===== src/rtl/core/flcp_pkg.sv =====
// ----------------------------------------------------------------------------
// flcp_pkg: shared types and constants for the free-look camera pose block
// Payload structs, fixed-point limits and the CORDIC arctangent table.
// ----------------------------------------------------------------------------
package flcp_pkg;

	localparam logic [1:0] KIND_ADD_ROT = 2'd0;
	localparam logic [1:0] KIND_SET_ROT = 2'd1;
	localparam logic [1:0] KIND_ADD_POS = 2'd2;
	localparam logic [1:0] KIND_SET_POS = 2'd3;

	localparam int TWO_PI_Q12  = 25736;
	localparam int HALF_PI_Q12 = 6434;
	localparam int ONE_Q14     = 16384;
	localparam int TABLE_LEN   = 24;

	typedef struct packed {
		logic [1:0]         kind;
		logic signed [15:0] yaw_value;
		logic signed [15:0] pitch_value;
		logic signed [31:0] move_x;
		logic signed [31:0] move_y;
		logic signed [31:0] move_z;
	} cmd_t;

	typedef struct packed {
		logic signed [15:0] right_x;
		logic signed [15:0] right_y;
		logic signed [15:0] right_z;
		logic signed [15:0] up_x;
		logic signed [15:0] up_y;
		logic signed [15:0] up_z;
		logic signed [15:0] forward_x;
		logic signed [15:0] forward_y;
		logic signed [15:0] forward_z;
		logic signed [31:0] pos_x;
		logic signed [31:0] pos_y;
		logic signed [31:0] pos_z;
	} res_t;

	typedef struct packed {
		logic               done;
		logic signed [15:0] sin_v;
		logic signed [15:0] cos_v;
	} sincos_t;

	// arctan(2^-i) in Q2.30, truncated
	function automatic logic [31:0] atan_q30(input logic [4:0] idx);
		logic [31:0] r;
		case (idx)
			5'd0:  r = 32'd843314856;
			5'd1:  r = 32'd497837829;
			5'd2:  r = 32'd263043836;
			5'd3:  r = 32'd133525158;
			5'd4:  r = 32'd67021686;
			5'd5:  r = 32'd33543515;
			5'd6:  r = 32'd16775850;
			5'd7:  r = 32'd8388437;
			5'd8:  r = 32'd4194282;
			5'd9:  r = 32'd2097149;
			5'd10: r = 32'd1048575;
			5'd11: r = 32'd524287;
			5'd12: r = 32'd262143;
			5'd13: r = 32'd131071;
			5'd14: r = 32'd65535;
			5'd15: r = 32'd32767;
			5'd16: r = 32'd16383;
			5'd17: r = 32'd8191;
			5'd18: r = 32'd4095;
			5'd19: r = 32'd2047;
			5'd20: r = 32'd1023;
			5'd21: r = 32'd511;
			5'd22: r = 32'd255;
			5'd23: r = 32'd127;
			default: r = 32'd0;
		endcase
		return r;
	endfunction

endpackage


===== src/rtl/core/flcp_cordic.sv =====
// ----------------------------------------------------------------------------
// flcp_cordic: iterative rotation-mode CORDIC
// One micro-rotation per cycle; returns sine and cosine rounded to Q1.14.
// ----------------------------------------------------------------------------
module flcp_cordic #(
	parameter int STEPS = 16
) (
	input  logic                 clk,
	input  logic                 arst_n,
	input  logic                 start,
	input  logic signed [15:0]   angle,
	output flcp_pkg::sincos_t    result
);
	import flcp_pkg::*;

	localparam int NSTEP = (STEPS > TABLE_LEN) ? TABLE_LEN : STEPS;
	localparam logic signed [35:0] HALF_PI_Q30 = 36'sd1686629713;
	localparam logic signed [35:0] PI_Q30      = 36'sd3373259426;
	localparam logic signed [33:0] X0          = 34'sd652032874;

	logic               busy_q;
	logic               done_q;
	logic [4:0]         cnt_q;
	logic               flip_q;
	logic signed [33:0] x_q, y_q;
	logic signed [35:0] z_q;
	logic signed [15:0] sin_q, cos_q;

	logic signed [35:0] z0, z1, z2;
	logic               f1, f2;
	logic signed [33:0] dx, dy, xf, yf;
	logic signed [17:0] xr, yr;

	always_comb begin
		z0 = {{2{angle[15]}}, angle, 18'd0};
		f1 = z0 > HALF_PI_Q30;
		z1 = f1 ? z0 - PI_Q30 : z0;
		f2 = z1 > HALF_PI_Q30;
		z2 = f2 ? z1 - PI_Q30 : z1;
		dx = y_q >>> cnt_q;
		dy = x_q >>> cnt_q;
		xf = flip_q ? -x_q : x_q;
		yf = flip_q ? -y_q : y_q;
		xr = 18'((xf + 34'sd32768) >>> 16);
		yr = 18'((yf + 34'sd32768) >>> 16);
	end

	function automatic logic signed [15:0] clamp14(input logic signed [17:0] v);
		logic signed [15:0] r;
		if (v > 18'sd16384)       r = 16'sd16384;
		else if (v < -18'sd16384) r = -16'sd16384;
		else                      r = v[15:0];
		return r;
	endfunction

	always_ff @(posedge clk or negedge arst_n) begin
		if (!arst_n) begin
			busy_q <= 1'b0;
			done_q <= 1'b0;
			cnt_q  <= '0;
		end else begin
			done_q <= !start && busy_q && (cnt_q == 5'(NSTEP - 1));
			if (start) begin
				busy_q <= 1'b1;
				cnt_q  <= '0;
			end else if (busy_q) begin
				if (cnt_q == 5'(NSTEP - 1)) begin
					busy_q <= 1'b0;
				end
				cnt_q <= cnt_q + 5'd1;
			end
		end
	end

	always_ff @(posedge clk) begin
		if (start) begin
			x_q    <= X0;
			y_q    <= '0;
			z_q    <= z2;
			flip_q <= f1 ^ f2;
		end else if (busy_q) begin
			if (!z_q[35]) begin
				x_q <= x_q - dx;
				y_q <= y_q + dy;
				z_q <= z_q - $signed({4'd0, atan_q30(cnt_q)});
			end else begin
				x_q <= x_q + dx;
				y_q <= y_q - dy;
				z_q <= z_q + $signed({4'd0, atan_q30(cnt_q)});
			end
		end
		if (done_q) begin
			cos_q <= clamp14(xr);
			sin_q <= clamp14(yr);
		end
	end

	// outputs are registered while done_q is high, so they appear in the cycle after it; delay the flag to match
	logic done_d_q;
	always_ff @(posedge clk or negedge arst_n) begin
		if (!arst_n) done_d_q <= 1'b0;
		else         done_d_q <= done_q;
	end

	assign result.done  = done_d_q;
	assign result.sin_v = sin_q;
	assign result.cos_v = cos_q;

endmodule


===== src/rtl/core/free_look_camera_pose.sv =====
// ----------------------------------------------------------------------------
// free_look_camera_pose: yaw/pitch camera with an orthonormal basis
// Keeps yaw, pitch, position and basis; returns basis and position per beat.
// ----------------------------------------------------------------------------
// One command beat is taken at a time. A rotation beat runs the CORDIC twice
// (yaw, then pitch), then four basis products on the shared multiplier. An
// add-position beat runs nine products on it; a set-position beat goes
// straight to the result. After reset the block builds the identity basis
// before it takes the first beat. The result register lets the next beat
// enter while a result is still waiting.
module free_look_camera_pose #(
	parameter int CORDIC_STEPS = 16
) (
	input  logic             clk,
	input  logic             arst_n,
	input  logic             cmd_valid,
	output logic             cmd_stall,
	input  flcp_pkg::cmd_t   cmd,
	output logic             res_valid,
	input  logic             res_stall,
	output flcp_pkg::res_t   res
);
	import flcp_pkg::*;

	localparam logic [2:0] ST_IDLE = 3'd0;
	localparam logic [2:0] ST_SCY  = 3'd1;
	localparam logic [2:0] ST_WCY  = 3'd2;
	localparam logic [2:0] ST_SCP  = 3'd3;
	localparam logic [2:0] ST_WCP  = 3'd4;
	localparam logic [2:0] ST_BMUL = 3'd5;
	localparam logic [2:0] ST_PMUL = 3'd6;
	localparam logic [2:0] ST_DONE = 3'd7;

	logic [2:0]         state_q;
	logic               init_q;
	logic               ph_q;
	logic [1:0]         k_q, j_q;
	logic [14:0]        yaw_q;
	logic signed [13:0] pitch_q;
	logic signed [31:0] pos_q [3];
	logic signed [31:0] mx_q, my_q, mz_q;
	logic signed [15:0] sy_q, cy_q, sp_q, cp_q;
	logic signed [15:0] b3_q, b5_q, b6_q, b8_q;
	logic signed [47:0] prod_q;
	logic signed [49:0] acc_q;
	logic               res_valid_q;
	res_t               res_q;

	sincos_t            cs;
	logic               cs_start;
	logic signed [15:0] cs_angle;

	assign cs_start = (state_q == ST_SCY) || (state_q == ST_SCP);
	assign cs_angle = (state_q == ST_SCY) ? {1'b0, yaw_q} : 16'(pitch_q);

	flcp_cordic #(.STEPS(CORDIC_STEPS)) u_cordic (
		.clk    (clk),
		.arst_n (arst_n),
		.start  (cs_start),
		.angle  (cs_angle),
		.result (cs)
	);

	// angle update for an accepted rotation beat
	logic signed [16:0] yv;
	logic signed [17:0] ysum;
	logic signed [16:0] psum;
	logic [14:0]        yaw_n;
	logic signed [13:0] pitch_n;
	always_comb begin
		if (cmd.yaw_value > 16'sd25736)       yv = 17'sd25736;
		else if (cmd.yaw_value < -16'sd25736) yv = -17'sd25736;
		else                                  yv = 17'(cmd.yaw_value);
		ysum = (cmd.kind == KIND_ADD_ROT) ? $signed({3'd0, yaw_q}) + 18'(yv) : 18'(yv);
		psum = (cmd.kind == KIND_ADD_ROT) ? 17'(pitch_q) + 17'(cmd.pitch_value)
		                                  : 17'(cmd.pitch_value);
		if (ysum > 18'sd25736)   yaw_n = 15'(ysum - 18'sd25736);
		else if (ysum < 18'sd0)  yaw_n = 15'(ysum + 18'sd25736);
		else                     yaw_n = 15'(ysum);
		if (psum > 17'sd6434)       pitch_n = 14'sd6434;
		else if (psum < -17'sd6434) pitch_n = -14'sd6434;
		else                        pitch_n = 14'(psum);
	end

	// shared multiplier operand select
	logic signed [31:0] ma;
	logic signed [15:0] mb;
	always_comb begin
		ma = '0;
		mb = '0;
		if (state_q == ST_BMUL) begin
			case (k_q)
				2'd0: begin ma = 32'(sy_q); mb = sp_q; end
				2'd1: begin ma = 32'(sp_q); mb = cy_q; end
				2'd2: begin ma = 32'(sy_q); mb = cp_q; end
				default: begin ma = 32'(cp_q); mb = cy_q; end
			endcase
		end else begin
			case (j_q)
				2'd0: ma = mx_q;
				2'd1: ma = my_q;
				default: ma = mz_q;
			endcase
			case ({k_q, j_q})
				4'h0: mb = cy_q;
				4'h1: mb = b3_q;
				4'h2: mb = b6_q;
				4'h4: mb = 16'sd0;
				4'h5: mb = cp_q;
				4'h6: mb = sp_q;
				4'h8: mb = sy_q;
				4'h9: mb = b5_q;
				4'hA: mb = b8_q;
				default: mb = 16'sd0;
			endcase
		end
	end

	logic signed [47:0] r14_full;
	logic signed [15:0] r14;
	logic signed [49:0] acc_n;
	logic signed [35:0] rnd;
	logic signed [36:0] psat_sum;
	logic signed [31:0] psat;
	always_comb begin
		r14_full = (prod_q + 48'sd8192) >>> 14;
		r14      = r14_full[15:0];
		acc_n    = ((j_q == 2'd0) ? 50'sd0 : acc_q) + 50'(prod_q);
		rnd      = 36'((acc_n + 50'sd8192) >>> 14);
		psat_sum = 37'(pos_q[k_q]) + 37'(rnd);
		if (psat_sum > 37'sd2147483647)       psat = 32'sh7FFFFFFF;
		else if (psat_sum < -37'sd2147483648) psat = 32'sh80000000;
		else                                  psat = psat_sum[31:0];
	end

	logic res_free;
	assign res_free  = !res_valid_q || !res_stall;
	assign cmd_stall = (state_q != ST_IDLE);

	always_ff @(posedge clk or negedge arst_n) begin
		if (!arst_n) begin
			state_q     <= ST_SCY;
			init_q      <= 1'b1;
			ph_q        <= 1'b0;
			k_q         <= '0;
			j_q         <= '0;
			yaw_q       <= '0;
			pitch_q     <= '0;
			pos_q[0]    <= '0;
			pos_q[1]    <= '0;
			pos_q[2]    <= '0;
			res_valid_q <= 1'b0;
		end else begin
			if (state_q == ST_DONE && res_free) res_valid_q <= 1'b1;
			else if (!res_stall)                res_valid_q <= 1'b0;
			case (state_q)
				ST_IDLE: begin
					if (cmd_valid) begin
						ph_q <= 1'b0;
						k_q  <= '0;
						j_q  <= '0;
						case (cmd.kind)
							KIND_ADD_ROT, KIND_SET_ROT: begin
								yaw_q   <= yaw_n;
								pitch_q <= pitch_n;
								state_q <= ST_SCY;
							end
							KIND_ADD_POS: state_q <= ST_PMUL;
							default: begin
								pos_q[0] <= cmd.move_x;
								pos_q[1] <= cmd.move_y;
								pos_q[2] <= cmd.move_z;
								state_q  <= ST_DONE;
							end
						endcase
					end
				end
				ST_SCY: state_q <= ST_WCY;
				ST_WCY: if (cs.done) state_q <= ST_SCP;
				ST_SCP: state_q <= ST_WCP;
				ST_WCP: if (cs.done) state_q <= ST_BMUL;
				ST_BMUL: begin
					ph_q <= !ph_q;
					if (ph_q) begin
						// wraps back to zero after the last product
						k_q <= k_q + 2'd1;
						if (k_q == 2'd3) begin
							state_q <= init_q ? ST_IDLE : ST_DONE;
							init_q  <= 1'b0;
						end
					end
				end
				ST_PMUL: begin
					ph_q <= !ph_q;
					if (ph_q) begin
						if (j_q == 2'd2) begin
							pos_q[k_q] <= psat;
							j_q        <= '0;
							k_q        <= (k_q == 2'd2) ? 2'd0 : k_q + 2'd1;
							if (k_q == 2'd2) state_q <= ST_DONE;
						end else begin
							j_q <= j_q + 2'd1;
						end
					end
				end
				default: begin
					// hold until the result register can take the beat
					if (res_free) begin
						state_q <= ST_IDLE;
					end
				end
			endcase
		end
	end

	always_ff @(posedge clk) begin
		if (state_q == ST_IDLE && cmd_valid) begin
			mx_q <= cmd.move_x;
			my_q <= cmd.move_y;
			mz_q <= cmd.move_z;
		end
		if (state_q == ST_WCY && cs.done) begin
			sy_q <= cs.sin_v;
			cy_q <= cs.cos_v;
		end
		if (state_q == ST_WCP && cs.done) begin
			sp_q <= cs.sin_v;
			cp_q <= cs.cos_v;
		end
		if (!ph_q) prod_q <= ma * mb;
		if (state_q == ST_BMUL && ph_q) begin
			case (k_q)
				2'd0: b3_q <= r14;
				2'd1: b5_q <= -r14;
				2'd2: b6_q <= -r14;
				default: b8_q <= r14;
			endcase
		end
		if (state_q == ST_PMUL && ph_q) acc_q <= acc_n;
		if (state_q == ST_DONE && res_free) begin
			res_q.right_x   <= cy_q;
			res_q.right_y   <= '0;
			res_q.right_z   <= sy_q;
			res_q.up_x      <= b3_q;
			res_q.up_y      <= cp_q;
			res_q.up_z      <= b5_q;
			res_q.forward_x <= -b6_q;
			res_q.forward_y <= -sp_q;
			res_q.forward_z <= -b8_q;
			res_q.pos_x     <= pos_q[0];
			res_q.pos_y     <= pos_q[1];
			res_q.pos_z     <= pos_q[2];
		end
	end

	assign res_valid = res_valid_q;
	assign res       = res_q;

endmodule

===== config.mk =====
export PLATFORM = sky130hd
export DESIGN_NAME = free_look_camera_pose
export DESIGN_NICKNAME = d
export VERILOG_FILES = /design/src/rtl/core/flcp_pkg.sv /design/src/rtl/core/flcp_cordic.sv /design/src/rtl/core/free_look_camera_pose.sv
export SDC_FILE = /design/constraint.sdc
export NUM_CORES = 2
export LEC_CHECK = 0
export BUFFER_PORTS_ARGS = -buffer_cell sky130_fd_sc_hd__buf_4
export CORE_MARGIN = 5
export CORE_UTILIZATION = 60
export DETAILED_ROUTE_END_ITERATION = 10
export PLACE_DENSITY = 0.76
export SYNTH_ARGS = -nofsm -noshare
export SYNTH_HDL_FRONTEND = slang
export SYNTH_SLANG_ARGS = --single-unit

===== constraint.sdc =====
create_clock -name clk -period 28.1 [get_ports clk]
set_clock_uncertainty 0.1 [all_clocks]
set_input_delay 1.405 -clock clk [delete_from_list [all_inputs] [get_ports clk]]
set_output_delay 1.405 -clock clk [all_outputs]
set_load 0.01 [all_outputs]

# After elaboration in Yosys (flattened, before gate mapping)
# Memories as Yosys holds them, arrays and structs flattened.
# Index checks and enable logic that the tools add are counted.
# op_classes
mul	1
order_cmp	16
add_sub_neg	27
reduce_logical	44
n_eq_ne	32
n_bitwise	3
n_shift	2
n_mux	76
# op_table
op	count
$mux W32	12
$mux W96	4
$pmux W96 S2	1
$mux W36	5
$mux W34	4
$pmux W16 S8	1
$pmux W32 S2	2
$bwmux W96	1
$add A34 B17 Y34 const B	2
$add A34 B34 Y34	2
$neg A34 Y34	2
$sshr A34 B5 Y34	2
$sub A34 B34 Y34	2
$bmux W32 S2	1
$demux W32 S2	1
$mux W16	4
$neg A16 Y16	4
$gt A18 B16 Y1 const B	3
$mux W17	3
$add A50 B15 Y50 const B	1
$add A50 B48 Y50	1
$mux W50	1
$mul A32 B16 Y48	1
$add A32 B36 Y37	1
other kinds (66)	140
# totals
output_inout_bits	242
word_cells	250
input_bits	134
ff_bits	826
memories	2
romBits	1920
# mem_list
memory	words	word_bits	read_ports	rd_clocked_by_memory_dff	wr	line_no	text
(no name shown)	32	30	1	0	0	flcp_pkg.sv:50	case (idx)
(no name shown)	32	30	1	0	0	flcp_pkg.sv:50	

# Longest topological paths before layout
# depth
ltp_word	12
depth_mapped	37
depth_no_buf	32

# Cells and area by module
# A second synthesis with hierarchy kept.
# hier_totals
cells_unflattened	7807
area_unflattened_um2	74247.5
# by_module_without_submodules
module	instances	area_per_inst_um2	seq_area_each_um2	cells_per_inst
free_look_camera_pose	1	53198.5	19776.5	5180
flcp_cordic	1	21048.9	3633.5	2627

# Least setup slack after synthesis
# OpenSTA, ideal clock, no wires.
# synth_timing
path_kind	input to register
startpoint	input port res_stall
endpoint	register res_q (netlist bit res[0]), enable pin
arrival_ps	12165
slack_ps	14953
t_required_ps	27118
setup_ps	882
stages	1
path_buffers	0
cell_sequence	a21oi_1
# synth_via
elab_chain_len	3
# synth_lines
item	line_no	text
from (decl)	free_look_camera_pose.sv:20	input logic res_stall,
$logic_not A1 Y1	-	
$logic_or A1 B1 Y1	free_look_camera_pose.sv:137	assign res_free = !res_valid_q || !res_stall;
$logic_and A1 B1 Y1	free_look_camera_pose.sv:240	if (state_q == ST_DONE && res_free) begin
to (decl)	free_look_camera_pose.sv:47	res_t res_q;
# Every way passes these cells.
# A chain may end at the register's enable or synchronous reset.

# Final worst setup path
# layout_timing
startpoint	register k_q[1]
endpoint	register prod_q[45] (data pin)
# layout_via
elab_chain_len	5
elab_cells_between_ends	18
cone_classes	mul: 1; eq/ne: 9; mux: 5; reduce/logical: 3
# layout_lines
item	line_no	text
from (decl)	free_look_camera_pose.sv:37	logic [1:0] k_q, j_q;
from (signal assigned)	free_look_camera_pose.sv:186	k_q <= k_q + 2'd1;
from (signal assigned)	free_look_camera_pose.sv:199	k_q <= (k_q == 2'd2) ? 2'd0 : k_q + 2'd1;
$eq A2 B2 Y1 / $logic_not A2 Y1 (equally long branches)	free_look_camera_pose.sv:92	case (k_q)
$reduce_or A2 Y1 (no source line)	-	
$pmux W32 S2	free_look_camera_pose.sv:92	
$mux W32	free_look_camera_pose.sv:91	if (state_q == ST_BMUL) begin
$mul A32 B16 Y48 (*)	free_look_camera_pose.sv:230	if (!ph_q) prod_q <= ma * mb;
to (signal assigned)	free_look_camera_pose.sv:230	
to (decl)	free_look_camera_pose.sv:44	logic signed [47:0] prod_q;
# Mark *: on every way between the ends. The rest lies on a longest branch, timed or not.

==> impl_metrics.json <==
{
  "design.portCount": 376,
  "rsz0062_at_grt": "no",
  "fin_setup_tns_ns": 0,
  "placement.io_buffers": 359,
  "period_needed_ns": 11.19,
  "ys_seq_elements": 826,
  "drive_above_1_share_pct": 10.82,
  "core_area_um2": 120300,
  "hold_viol": 0,
  "grt_use_total_pct": 36.23,
  "relSlewSlack_pct": 8.808,
  "grt.busiest_layer": "met2",
  "hpwl_mm": 182.3,
  "worst_setup_path_end_kind": "flop",
  "dieHeight_um": 358.5,
  "vias": 61136,
  "post_cts_buffers": 0,
  "synth_ff_type": "edfxtp_1",
  "worstPathRequired_ns": 28.45,
  "place_congestion": 1.002,
  "drt-total-wl_mm": 236.7,
  "setup_violations": 0,
  "drv_slew": 0,
  "hold_path.class": "reg -> reg",
  "cts_buffers": 92,
  "yosysWarnings": 0,
  "fp.dieArea_um2": 128500,
  "period_share_pct": 39.81,
  "use_met3_pct": 7.513,
  "crit_path_max_incr_delay_ns": 0.86,
  "ys_seq_area_share_pct": 32.13,
  "area_growth_pct": 9.731,
  "grt_overflow": 0,
  "path_class": "reg -> reg",
  "arrival_ns": 11.54,
  "fmax_mhz": 89.40,
  "start_kind": "flop",
  "vias_per_cell": 6.521,
  "status": "completed",
  "holdWs_ns": 0.3473,
  "nets": 8668,
  "synth_area_um2": 72870,
  "crit_top_cell": "fa_1",
  "wire_per_inst_um": 25.25,
  "fp-row-count": 127,
  "layout_common_cells": "756 x nand2_1, 618 x nor2_1, 617 x inv_1, 615 x edfxtp_1, 494 x fa_1",
  "grtUsageMet2_pct": 56.68,
  "synth.avg_cell_area_um2": 9.663,
  "drt-pass1-iter-count": 7,
  "final_common_cell": "nand2_1",
  "synth_edf_count": 615,
  "crit_path_max_fanout": 49,
  "postCtsHoldBufs": 0,
  "cts_root_buffer": "clkbuf_16",
  "drc": 0,
  "drv_cap": 0,
  "synthCells": 7541,
  "antenna_found_initial": 11,
  "final_antenna_net_count": 0,
  "grt_pass1_vias": 58268,
  "grt_pass1_wl_mm": 356.3,
  "die_width_um": 358.5,
  "grt_max_degree": 76,
  "tightest_slew_ns": 1.368,
  "grt_util_met1_pct": 48.20,
  "drt_iter0_drc": 7387,
  "initial_utilization_pct": 60.58,
  "critPathSlowestCell": "a21oi_1",
  "path_clk_slew_ns": 0.06,
  "cts_buffer_depth": 3,
  "cts_sinks": 826,
  "clk_latency_ns": 0.76,
  "cts_tree": "done",
  "cts_resized": 0,
  "synth_cell_types": 120,
  "htree_levels": 3,
  "synthArstFlopShare_pct": 17.31
}
[cells by family (layout without fill, tap and decap cells)]
family          Yosys count  in the layout  synth area share, %
buf+inv                1039           1236                5.606
other cells               1             26             0.005146
simple gates           2197           2197                14.16
fa+ha+maj               861            861                19.87
mux                     318            318                6.027
compound gates         1810           1810                16.33
xor+xnor                489            489                5.877
flops                   826            826                32.13
[critical path: cells and delay by family, from the launching register on]
kind	cells	cell delay (ns)
mux	1	0.18
buf+inv	5	1.43
flops	1	0.41
compound gates	11	3.56
simple gates	6	1.19
fa+ha+maj	8	3.99
[cells in the mapped netlist, drive strengths merged (47+ instances only)]
master	n	area, µm²
o22ai	87	544.3
dfxtp	68	1361
xor2	154	1349
a21o	169	1269
a21oi	459	2312
a31oi	72	450.4
nor2	627	2361
nor2b	101	631.9
ha	365	4567
o21ai	375	1881
and3	75	469.2
fa	494	9889
o21bai	47	356.6
nand4	56	356.6
edfxtp	615	18470
clkbuf	309	1161
a22oi	49	367.9
nand2	758	2848
mux2i	184	1862
inv	626	2350
xnor2	335	2934
nand3	105	530.5
and2	62	387.9
o21a	99	744.5
a211oi	59	457.9
dfrtp	141	3528
mux4	90	2034
nor3	110	550.5
buf	101	563.0
nand2b	81	506.7
[metrics by stage]
step	setup WS, ns	util (%)	cell area, µm²	cells
2_1_floorplan	14.95	-	72920	7556
3_3_place_gp	17.43	63.77	76710	9193
3_5_place_dp	17.23	63.77	76710	9193
4_1_cts	17.14	66.45	79930	9365
5_1_grt	16.64	66.45	79930	9365
6_report	16.91	66.47	79960	9375
[flip-flops by register name, indices dropped and copies added, names as in the netlist, 32 cells and up]
register	flops
u_cordic.y_q	34
u_cordic.x_q	34
my_q	32
mx_q	32
pos_q	96
acc_q	50
u_cordic.z_q	36
prod_q	48
res	224
mz_q	32
[layer usage]
layer / wire length (µm) / vias up
met4: 14740 / 4
met1: 89520 / 29841
met3: 25440 / 713
met5: 26 / -
li1: - / 27008
met2: 107000 / 3570
[area by class of cell]
type                    instances  area [µm²]
diodes                         10       25.02
clock buffers                 107        2379
clock inverters                65       845.8
fillers                      9568       40330
inverters                     629        2364
multi-input cells            5691       45630
flip-flops and latches        826       23430
well taps                    1612        2017
repair buffers                435        3269
[worst paths after layout]
| kind | start | depth (start not counted) | to | slack, ns |
|---|---|---|---|---|
| worst min register to register | u_cordic.sin_q[10]$_SDFFCE_PP0P_ | 0 | sy_q[10]$_DFFE_PP_ | 0.35 |
| max in group asynchronous | arst_n | 3 | pos_q[34]$_DFFE_PN0P_ | 25.50 |
| worst max-delay path | k_q[1]$_DFFE_PN0P_ | 31 | prod_q[45]$_DFFE_PN_ | 16.91 |
| worst min-delay path | u_cordic.sin_q[10]$_SDFFCE_PP0P_ | 0 | sy_q[10]$_DFFE_PP_ | 0.35 |
| min in group asynchronous | arst_n | 1 | yaw_q[0]$_DFFE_PN0P_ | 0.45 |
| worst max register to register | k_q[1]$_DFFE_PN0P_ | 31 | prod_q[45]$_DFFE_PN_ | 16.91 |
Power is not shown: default switching activity piles up to over one toggle a cycle in this logic, so the estimate is an artifact.
